<file path="src/rtd_pkg.sv">
`default_nettype none

package rtd_pkg;

    // Coordinate format: signed Q(32-F).F
    localparam int COORD_FRAC_BITS = 16;
    localparam int COORD_W = 32;

    // 1/Phi^2 in Q0.32, rounded to Q0.F
    localparam longint unsigned PHI2_Q32 = 64'd1640531527;
    localparam logic [COORD_FRAC_BITS-1:0] PHI2_K =
        COORD_FRAC_BITS'((PHI2_Q32 + (64'd1 << (31 - COORD_FRAC_BITS)))
                         >> (32 - COORD_FRAC_BITS));

    // difference is 33 bits signed, constant is F+1 bits signed (positive)
    localparam int DIFF_W = COORD_W + 1;
    localparam int PROD_W = DIFF_W + COORD_FRAC_BITS + 1;
    localparam logic [PROD_W-1:0] ROUND_HALF =
        PROD_W'(64'd1 << (COORD_FRAC_BITS - 1));

    // Queue between front and back
    localparam int QDEPTH = 4;
    localparam int QAW = $clog2(QDEPTH);
    localparam int CNT_W = $clog2(QDEPTH + 1);

    // Triangle kinds
    localparam logic KIND_ACUTE = 1'b0;
    localparam logic KIND_OBTUSE = 1'b1;

    // Child sequence within one parent
    localparam int CHILD_W = 2;
    localparam logic [CHILD_W-1:0] CHILD_0 = 2'd0;
    localparam logic [CHILD_W-1:0] CHILD_1 = 2'd1;
    localparam logic [CHILD_W-1:0] CHILD_2 = 2'd2;

    typedef struct packed {
        logic               kind;
        logic signed [31:0] p1_x;
        logic signed [31:0] p1_y;
        logic signed [31:0] p2_x;
        logic signed [31:0] p2_y;
        logic signed [31:0] p3_x;
        logic signed [31:0] p3_y;
    } tri_in_t;

    typedef struct packed {
        logic               out_kind;
        logic signed [31:0] q1_x;
        logic signed [31:0] q1_y;
        logic signed [31:0] q2_x;
        logic signed [31:0] q2_y;
        logic signed [31:0] q3_x;
        logic signed [31:0] q3_y;
        logic               last_child;
    } tri_out_t;

    // One parent with its new points; for an acute parent b is point C
    typedef struct packed {
        tri_in_t            parent;
        logic signed [31:0] a_x;
        logic signed [31:0] a_y;
        logic signed [31:0] b_x;
        logic signed [31:0] b_y;
    } qent_t;

    // (tip - base) * K, exact
    function automatic logic signed [PROD_W-1:0] scaled_diff(
        input logic signed [COORD_W-1:0] base,
        input logic signed [COORD_W-1:0] tip
    );
        logic signed [DIFF_W-1:0] d;
        logic signed [PROD_W-1:0] dw;
        logic signed [PROD_W-1:0] kw;
        d  = DIFF_W'(tip) - DIFF_W'(base);
        dw = PROD_W'(d);
        kw = $signed(PROD_W'(PHI2_K));
        return dw * kw;
    endfunction

    // base + round_half_up(prod / 2^F)
    function automatic logic signed [COORD_W-1:0] round_add(
        input logic signed [COORD_W-1:0] base,
        input logic signed [PROD_W-1:0]  prod
    );
        logic signed [PROD_W-1:0] biased;
        logic signed [PROD_W-1:0] step;
        biased = prod + $signed(ROUND_HALF);
        step   = biased >>> COORD_FRAC_BITS;
        return base + step[COORD_W-1:0];
    endfunction

endpackage

`default_nettype wire

</file>
<file path="src/rtd_front.sv">
`default_nettype none

module rtd_front (
    input  wire logic            clk,
    input  wire logic            rst_n,
    input  wire logic            start,
    input  wire rtd_pkg::tri_in_t item,
    input  wire logic            pop,
    output logic                 busy,
    output logic                 push,
    output rtd_pkg::qent_t       entry
);

    logic                          s0_valid_reg;
    rtd_pkg::tri_in_t              s0_item_reg;
    logic                          s1_valid_reg;
    rtd_pkg::tri_in_t              s1_item_reg;
    logic signed [rtd_pkg::PROD_W-1:0] s1_prod_reg [4];
    logic signed [rtd_pkg::PROD_W-1:0] s1_prod_next [4];
    logic [rtd_pkg::CNT_W-1:0]     count_reg;
    logic [rtd_pkg::CNT_W-1:0]     count_next;
    logic                          accept;

    // credit count: items accepted and not yet popped from the queue
    always_comb
    begin
        accept = start && !busy;
        count_next = count_reg;
        case ({accept, pop})
            2'b10:   count_next = count_reg + 1'b1;
            2'b01:   count_next = count_reg - 1'b1;
            default: count_next = count_reg;
        endcase
    end

    assign busy = (count_reg == rtd_pkg::CNT_W'(rtd_pkg::QDEPTH));

    always_comb
    begin
        s1_prod_next[0] = rtd_pkg::scaled_diff(s0_item_reg.p3_x, s0_item_reg.p1_x);
        s1_prod_next[1] = rtd_pkg::scaled_diff(s0_item_reg.p3_y, s0_item_reg.p1_y);
        s1_prod_next[2] = rtd_pkg::scaled_diff(s0_item_reg.p2_x, s0_item_reg.p1_x);
        s1_prod_next[3] = rtd_pkg::scaled_diff(s0_item_reg.p2_y, s0_item_reg.p1_y);
    end

    always_ff @(posedge clk or negedge rst_n)
    begin
        if (!rst_n)
        begin
            s0_valid_reg <= 1'b0;
            s1_valid_reg <= 1'b0;
            count_reg    <= '0;
        end
        else
        begin
            s0_valid_reg <= accept;
            s1_valid_reg <= s0_valid_reg;
            count_reg    <= count_next;
        end
    end

    always_ff @(posedge clk)
    begin
        if (accept)
        begin
            s0_item_reg <= item;
        end
        if (s0_valid_reg)
        begin
            s1_item_reg <= s0_item_reg;
            for (int i = 0; i < 4; i++)
            begin
                s1_prod_reg[i] <= s1_prod_next[i];
            end
        end
    end

    always_comb
    begin
        push         = s1_valid_reg;
        entry.parent = s1_item_reg;
        entry.a_x    = rtd_pkg::round_add(s1_item_reg.p3_x, s1_prod_reg[0]);
        entry.a_y    = rtd_pkg::round_add(s1_item_reg.p3_y, s1_prod_reg[1]);
        entry.b_x    = rtd_pkg::round_add(s1_item_reg.p2_x, s1_prod_reg[2]);
        entry.b_y    = rtd_pkg::round_add(s1_item_reg.p2_y, s1_prod_reg[3]);
    end

    a_credit_bound: assert property (@(posedge clk) disable iff (!rst_n)
        count_reg <= rtd_pkg::CNT_W'(rtd_pkg::QDEPTH))
        else $error("credit count above queue depth");

endmodule

`default_nettype wire

</file>
<file path="src/rtd_queue.sv">
`default_nettype none

module rtd_queue (
    input  wire logic           clk,
    input  wire logic           rst_n,
    input  wire logic           push,
    input  wire rtd_pkg::qent_t entry,
    input  wire logic           pop,
    output logic                not_empty,
    output rtd_pkg::qent_t      head
);

    rtd_pkg::qent_t            mem_reg [rtd_pkg::QDEPTH];
    logic [rtd_pkg::QAW-1:0]   wr_ptr_reg;
    logic [rtd_pkg::QAW-1:0]   rd_ptr_reg;
    logic [rtd_pkg::CNT_W-1:0] count_reg;

    assign not_empty = (count_reg != '0);
    assign head      = mem_reg[rd_ptr_reg];

    always_ff @(posedge clk or negedge rst_n)
    begin
        if (!rst_n)
        begin
            wr_ptr_reg <= '0;
            rd_ptr_reg <= '0;
            count_reg  <= '0;
        end
        else
        begin
            if (push)
            begin
                wr_ptr_reg <= wr_ptr_reg + 1'b1;
            end
            if (pop)
            begin
                rd_ptr_reg <= rd_ptr_reg + 1'b1;
            end
            case ({push, pop})
                2'b10:   count_reg <= count_reg + 1'b1;
                2'b01:   count_reg <= count_reg - 1'b1;
                default: count_reg <= count_reg;
            endcase
        end
    end

    always_ff @(posedge clk)
    begin
        if (push)
        begin
            mem_reg[wr_ptr_reg] <= entry;
        end
    end

    a_no_overflow: assert property (@(posedge clk) disable iff (!rst_n)
        push |-> (count_reg != rtd_pkg::CNT_W'(rtd_pkg::QDEPTH)) || pop)
        else $error("queue written while full");

    a_no_underflow: assert property (@(posedge clk) disable iff (!rst_n)
        pop |-> not_empty)
        else $error("queue popped while empty");

endmodule

`default_nettype wire

</file>
<file path="src/rtd_back.sv">
`default_nettype none

module rtd_back (
    input  wire logic           clk,
    input  wire logic           rst_n,
    input  wire logic           not_empty,
    input  wire rtd_pkg::qent_t head,
    output logic                pop,
    output logic                strobe,
    output rtd_pkg::tri_out_t   result
);

    logic [rtd_pkg::CHILD_W-1:0] idx_reg;
    logic [rtd_pkg::CHILD_W-1:0] idx_next;
    logic                        strobe_reg;
    rtd_pkg::tri_out_t           result_reg;
    rtd_pkg::tri_out_t           child;
    logic                        last;

    always_comb
    begin
        last = (head.parent.kind == rtd_pkg::KIND_OBTUSE) ? (idx_reg == rtd_pkg::CHILD_2)
                                                          : (idx_reg == rtd_pkg::CHILD_1);

        // obtuse parent, first child: (P3, A, P2)
        child.out_kind   = rtd_pkg::KIND_OBTUSE;
        child.q1_x       = head.parent.p3_x;
        child.q1_y       = head.parent.p3_y;
        child.q2_x       = head.a_x;
        child.q2_y       = head.a_y;
        child.q3_x       = head.parent.p2_x;
        child.q3_y       = head.parent.p2_y;
        child.last_child = last;

        case ({head.parent.kind, idx_reg})
            {rtd_pkg::KIND_OBTUSE, rtd_pkg::CHILD_1}:
            begin
                child.q1_x = head.a_x;
                child.q1_y = head.a_y;
                child.q2_x = head.b_x;
                child.q2_y = head.b_y;
                child.q3_x = head.parent.p1_x;
                child.q3_y = head.parent.p1_y;
            end
            {rtd_pkg::KIND_OBTUSE, rtd_pkg::CHILD_2}:
            begin
                child.out_kind = rtd_pkg::KIND_ACUTE;
                child.q1_x     = head.a_x;
                child.q1_y     = head.a_y;
                child.q2_x     = head.b_x;
                child.q2_y     = head.b_y;
            end
            {rtd_pkg::KIND_ACUTE, rtd_pkg::CHILD_0}:
            begin
                child.q2_x = head.b_x;
                child.q2_y = head.b_y;
                child.q3_x = head.parent.p1_x;
                child.q3_y = head.parent.p1_y;
            end
            {rtd_pkg::KIND_ACUTE, rtd_pkg::CHILD_1}:
            begin
                child.out_kind = rtd_pkg::KIND_ACUTE;
                child.q2_x     = head.b_x;
                child.q2_y     = head.b_y;
            end
            default:
            begin
                child.out_kind = rtd_pkg::KIND_OBTUSE;
            end
        endcase

        pop = not_empty && last;
        if (!not_empty)
        begin
            idx_next = idx_reg;
        end
        else if (last)
        begin
            idx_next = rtd_pkg::CHILD_0;
        end
        else
        begin
            idx_next = idx_reg + 1'b1;
        end
    end

    always_ff @(posedge clk or negedge rst_n)
    begin
        if (!rst_n)
        begin
            idx_reg    <= rtd_pkg::CHILD_0;
            strobe_reg <= 1'b0;
        end
        else
        begin
            idx_reg    <= idx_next;
            strobe_reg <= not_empty;
        end
    end

    always_ff @(posedge clk)
    begin
        if (not_empty)
        begin
            result_reg <= child;
        end
    end

    assign strobe = strobe_reg;
    assign result = result_reg;

    a_last_rewinds: assert property (@(posedge clk) disable iff (!rst_n)
        (strobe_reg && result_reg.last_child) |-> (idx_reg == rtd_pkg::CHILD_0))
        else $error("child index not rewound after last child");

    a_acute_two: assert property (@(posedge clk) disable iff (!rst_n)
        (not_empty && head.parent.kind == rtd_pkg::KIND_ACUTE)
            |-> (idx_reg != rtd_pkg::CHILD_2))
        else $error("acute parent reached third child");

endmodule

`default_nettype wire

</file>
<file path="src/robinson_triangle_deflation_core.sv">
// A triangle taken on start passes the input register, product register and queue before
// its first child is registered out with strobe. Throughput: one child per cycle while the queue
// holds a parent; an obtuse parent has three children, an acute one two; the back end's child sequencer sets the rate.
// Up to 4 parents may be in flight (2 front stages plus queue); busy rises when all are used.
// Results cannot be held off: each child is shown for exactly one cycle with strobe.
// Reset (rst_n low, asynchronous) empties the pipeline and queue and drops busy.
`default_nettype none

module robinson_triangle_deflation_core (
    input  wire logic             clk,
    input  wire logic             rst_n,
    input  wire logic             start,
    input  wire rtd_pkg::tri_in_t item,
    output logic                  busy,
    output logic                  strobe,
    output rtd_pkg::tri_out_t     result
);

    // front to queue: one transaction per parent, new points already computed
    logic           push;
    rtd_pkg::qent_t entry;

    // queue to back
    logic           not_empty;
    logic           pop;
    rtd_pkg::qent_t head;

    // Front end: register the parent, multiply the four differences by 1/Phi^2,
    // then round and add the base to form points A and B (B doubles as C).
    rtd_front u_front (
        .clk   (clk),
        .rst_n (rst_n),
        .start (start),
        .item  (item),
        .pop   (pop),
        .busy  (busy),
        .push  (push),
        .entry (entry)
    );

    // Hold computed parents until the back end has emitted all their children.
    rtd_queue u_queue (
        .clk       (clk),
        .rst_n     (rst_n),
        .push      (push),
        .entry     (entry),
        .pop       (pop),
        .not_empty (not_empty),
        .head      (head)
    );

    // Back end: step through the children of the head parent, one per cycle,
    // and drop the parent on its last child.
    rtd_back u_back (
        .clk       (clk),
        .rst_n     (rst_n),
        .not_empty (not_empty),
        .head      (head),
        .pop       (pop),
        .strobe    (strobe),
        .result    (result)
    );

endmodule

`default_nettype wire

</file>
<file path="config.mk">
export PLATFORM = sky130hd
export DESIGN_NAME = robinson_triangle_deflation_core
export DESIGN_NICKNAME = d
export VERILOG_FILES = /design/src/rtd_pkg.sv /design/src/rtd_front.sv /design/src/rtd_queue.sv /design/src/rtd_back.sv /design/src/robinson_triangle_deflation_core.sv
export SDC_FILE = /design/constraint.sdc
export NUM_CORES = 2
export LEC_CHECK = 0
export BUFFER_PORTS_ARGS = -buffer_cell sky130_fd_sc_hd__buf_2
export CAP_MARGIN = 25
export CORE_MARGIN = 10
export CORE_UTILIZATION = 52
export CTS_CLUSTER_DIAMETER = 30
export DETAILED_ROUTE_END_ITERATION = 8
export PLACE_DENSITY = 0.73
export SLEW_MARGIN = 20
export SYNTH_ARGS = -nofsm -noshare
export SYNTH_HDL_FRONTEND = slang
export SYNTH_SLANG_ARGS = --single-unit
</file>
<file path="constraint.sdc">
create_clock -name clk -period 19.25 [get_ports clk]
set_input_delay 1.925 -clock clk [delete_from_list [all_inputs] [get_ports clk]]
set_output_delay 1.925 -clock clk [all_outputs]
set_load 0.1 [all_outputs]
</file>
=== Word-level counts from Yosys, hierarchy flattened ===
Memories as Yosys holds them, arrays and structs flattened.
Cells that the tools add are included.

* Logic and storage cells: 88
* Output and inout bits: 196
* Input bits: 196
* Memory bits (writable): 1484
* Memories: 2
* Register bits after elaboration: 595

* Eq/ne operators: 10
* Muxes and demuxes: 12
* $add $sub $neg: 19
* Multipliers: 4
* Reductions and logical operators: 11

{| class="wikitable"
|+ Memories
! memory !! depth !! bits a word !! rd ports !! clocked after Yosys merged registers in !! write ports !! line !! text
|-
| u_queue.mem_reg || 4 || 321 || 1 || 0 || 1 || rtd_queue.sv:13 || <nowiki>rtd_pkg::qent_t mem_reg [rtd_pkg::QDEPTH];</nowiki>
|-
| u_front.s1_prod_reg || 4 || 50 || 4 || 0 || 4 || rtd_front.sv:18 || <nowiki>logic signed [rtd_pkg::PROD_W-1:0] s1_prod_reg [4];</nowiki>
|}

{| class="wikitable"
|+ Operator list
! operator !! count
|-
| 33-bit by 16-bit multiplier with 49-bit output (second input constant) || 4
|-
| 48-bit by 17-bit adder with 48-bit output (second input constant) || 4
|-
| 64-bit 2-to-1 mux || 3
|-
| 32-bit by 32-bit subtractor with 33-bit output || 4
|-
| 32-bit adder || 4
|-
| 3-bit case mux with 2 select lines || 2
|-
| 3-bit == test (second input constant) || 3
|-
| 2-bit by 1-bit adder with 2-bit output (second input constant) || 3
|-
| 3-bit by 1-bit adder with 3-bit output (second input constant) || 2
|-
| 2-bit by 1-bit == test with 1-bit output (second input constant) || 3
|-
| 2-bit == test (second input constant) || 3
|-
| 1-bit 2-to-1 mux || 6
|-
| 2-bit OR reduction || 3
|-
| 3-bit by 1-bit subtractor with 3-bit output (second input constant) || 2
|-
| 2-bit nonzero test || 2
|-
| 4-bit OR reduction || 1
|-
| 3-bit by 1-bit == test with 1-bit output (second input constant) || 1
|-
| 3-bit logical NOT || 1
|-
| 3-bit nonzero test || 1
|-
| 1-bit logical AND || 2
|-
| 2-bit 2-to-1 mux || 1
|-
| 1-bit logical NOT || 1
|}

=== Depth between registers and ports, before layout ===
* Depth in word-level cells: 5
* Depth in mapped cells: 38
* Depth with buffers taken out: 38

=== Modules after synthesis ===
A second synthesis with hierarchy kept.

* Cells, all modules: 8173
* Area total of the unflattened synthesis: 117707.9 um2

{| class="wikitable"
|+ By module, submodules not included
! module !! area an instance (um2) !! instances !! seq. area each (um2) !! cells each
|-
| rtd_front || 62603.8 || 1 || 15680.0 || 6034
|-
| rtd_queue || 46716.1 || 1 || 38732.1 || 1712
|-
| rtd_back || 8388.0 || 1 || 5900.7 || 427
|}

=== Worst setup path after synthesis ===
OpenSTA, ideal clock, no wires.

* Kind: register to register
* Start point: reg u_queue.wr_ptr_reg[0] (netlist name)
* End point: mem u_queue.mem_reg[0][0] (netlist name), enable pin
* Buffers on the path: 0
* Setup time: 723 ps
* Clock period less this slack: 8600 ps
* Slack: 10650 ps
* Stages on the path, launching flop included: 4
* Data required time: 18527 ps
* Arrival: 7878 ps
* Cell sequence: dfrtp_1 > inv_1 > ha_1 > and2_1

{| class="wikitable"
|+ RTL lines
! element !! line !! text
|-
| from (decl) || rtd_queue.sv:14 || <nowiki>logic [rtd_pkg::QAW-1:0] wr_ptr_reg;</nowiki>
|-
| from (signal assigned) || rtd_queue.sv:33 || <nowiki>wr_ptr_reg <= wr_ptr_reg + 1'b1;</nowiki>
|-
| to (decl) || rtd_queue.sv:13 ||
|}

No word-level cell before the write port.

==> qor.yml <==
cts_root_buf: "clkbuf_16"
place.gp.congestion: 0.946
hp-class: "flop to flop"
gr-total-overflow: 0
grt_max_degree: 129
coreArea_mm2: 0.223
synthTopCellsByArea: "edfxtp_1, ha_1, fa_1"
drcViolationCount: 0
via_per_inst: 5.72
numCtsBuffers: 387
drt_iter0_drc: 6198
grt_first_pass_wirelength_mm: 459
post-dp-hpwl_mm: 226
rsz0062_at_grt: "false"
wl_mm: 306
fp.dieH_um: 494
ys_top_cells_by_count: "edfxtp_1, inv_1, ha_1"
cts_setup_buffers: 0
largest_reg_flops: 1284
max_freq_mhz: 105
die_x_um: 494
syn_avg_cell_area_um2: 14.3
yosysSeqAreaShare_pct: 51.6
die-area_mm2: 0.244
maxCapViolCount: 0
yosys.cell_count.top_type: "edfxtp_1"
io-pin-count: 392
synth_ff_type: "edfxtp_1"
cts.repair.resized: 0
wl_per_cell_um: 25.2
end_kind: "flop"
netlist_area_mm2: 0.117
slowest_stage: "edfxtp_1"
min_period_ns: 9.52
core.rowCount: 173
critPathMostFrequentCell: "a21oi_1"
synthAdderAreaFrac_pct: 21.4
syn-num-nets: 9992
grt_pass1_vias: 73300
crit_path_start_kind: "flop"
hold_viol: 0
tns_ns: 0
ys_types: 87
clk_latency_ns: 0.97
cp_max_fo: 6
synth.area.mux_share_pct: 8.23
max_slew_margin_pct: 22.2
status: "complete, no violations"
ctsHoldBuffers: 0
grtUsageTotal_pct: 24.9
vias: 69600
timing.final.crit_share_pct: 49.4
cts_tree: "yes"
slew_viol_final: 0
synth-seq-cells: 2011
cpPeakStageDelay_ns: 0.54
fin_skew_ns: 0.0817
initial_utilization_pct: 52.4
path_clk_slew_ns: 0.05
arrival_ns: 10.17
worst_slew_pin_slew_ns: 1.17
portBuffers: 391
yosysWarningCount: 0
synth_edf_count: 1996
ant_nets: 0
area_delta_synth_final_pct: 16.2
synth-simple-area-share_pct: 4.09
drive_above_1_share_pct: 18.2
htree_levels: 5
setup_viol: 0
netlist.top_cell.by_area: "edfxtp_1"
clock-sinks: 2011
cts.path.max_buffers: 4
setup.worst_path.class: "flop to flop"
synth_top_family_by_area: "adder cells"
synth_cells: 8148
async_flop_share_pct: 0.746
first_pass_iters: 6
finalNetCount: 10700
crit_required_ns: 19.90
synth_xor_xnor_area_share_pct: 4.78
synth_compound_area_share_pct: 5.42
netlist.area_leader.share_pct: 51.3
antenna_found_initial: 25
final cells by class:
class / instances / area [µm²]
antenna: 9 / 22.5
inverter: 1251 / 4700
fill: 16400 / 87300
timing repair buffer: 463 / 2580
clock buffer: 416 / 9880
multi-input combinational: 4762 / 51400
tap: 2975 / 3720
clock inverter: 279 / 3060
sequential: 2011 / 60300
layout by cell type (no fill, tap or decap), types with 46 or more instances in the layout:
| cell type | instances |
|---|---|
| clkinv_2 | 49 |
| nor3_1 | 74 |
| and3_1 | 71 |
| clkinvlp_4 | 46 |
| nand2_1 | 208 |
| buf_4 | 64 |
| inv_1 | 1249 |
| nand3_1 | 107 |
| buf_2 | 392 |
| and2_1 | 60 |
| xor2_1 | 246 |
| mux2_2 | 195 |
| nor2_1 | 243 |
| o21ai_0 | 153 |
| a21oi_1 | 288 |
| clkbuf_16 | 391 |
| edfxtp_1 | 1996 |
| mux4_2 | 321 |
| o21a_1 | 69 |
| a21o_1 | 208 |
| xnor2_1 | 391 |
| nor2b_1 | 47 |
| fa_1 | 578 |
| ha_1 | 1070 |
through the flow:
| step | setup slack, ns | util [%] | hold WS [ns] | instances | area, µm² |
|---|---|---|---|---|---|
| after floorplan | 10.65 | - | 0.400 | 8148 | 117000 |
| after global placement | 10.09 | 55.0 | 0.432 | 11500 | 123000 |
| final | 9.73 | 60.8 | 0.437 | 12200 | 136000 |
| after detailed placement | 9.86 | 55.0 | 0.433 | 11500 | 123000 |
| after CTS | 9.80 | 60.8 | 0.428 | 12200 | 136000 |
| after global routing | 9.09 | 60.8 | 0.454 | 12200 | 136000 |
per-layer routing:
| layer | vias to the layer above | track usage [%] | share of wire, % |
|---|---|---|---|
| met4 | 6 | 9.94 | 4.2 |
| met2 | 2704 | 39.6 | 47 |
| met5 | - | 0 | 0.014 |
| met3 | 554 | 4.42 | 7.5 |
| li1 | 31000 | - | - |
| met1 | 35400 | 34.2 | 42 |
final timing paths:
check,from,endpoint,cells past startpoint,slack (ns)
worst max-delay path,u_front.s0_item_reg[129],u_front.s1_prod_reg[1][47],36,9.73
worst min-delay path,u_front.s0_item_reg[36],u_front.entry[164],0,0.44
worst max register to register,u_front.s0_item_reg[129],u_front.s1_prod_reg[1][47],36,9.73
worst min register to register,u_front.s0_item_reg[36],u_front.entry[164],0,0.44
max in group asynchronous,rst_n,u_queue.rd_ptr_reg[0],1,18.07
min in group asynchronous,rst_n,u_front.count_reg[1],1,0.89
cell families (layout without fill, tap and decap cells):
kind of cell / Yosys count / count (layout)
AO/OA/AOI/OAI: 968 / 968
other: 0 / 9
adder cells (fa/ha/maj): 1653 / 1653
flip-flops: 2011 / 2011
AND/OR/NAND/NOR: 968 / 968
buffers and inverters: 1375 / 2409
XOR/XNOR: 638 / 638
multiplexers: 535 / 535
critical path, delay by kind of cell, from the launching register on:
family,cells,cell delay [ns]
XOR/XNOR,3,0.74
AO/OA/AOI/OAI,17,3.88
AND/OR/NAND/NOR,4,0.51
adder cells (fa/ha/maj),8,3.32
flip-flops,1,0.54
buffers and inverters,4,0.22
Power is left out: the tool's default activity adds up to more than one toggle a clock period on the data nets, which glitch-free logic cannot reach.
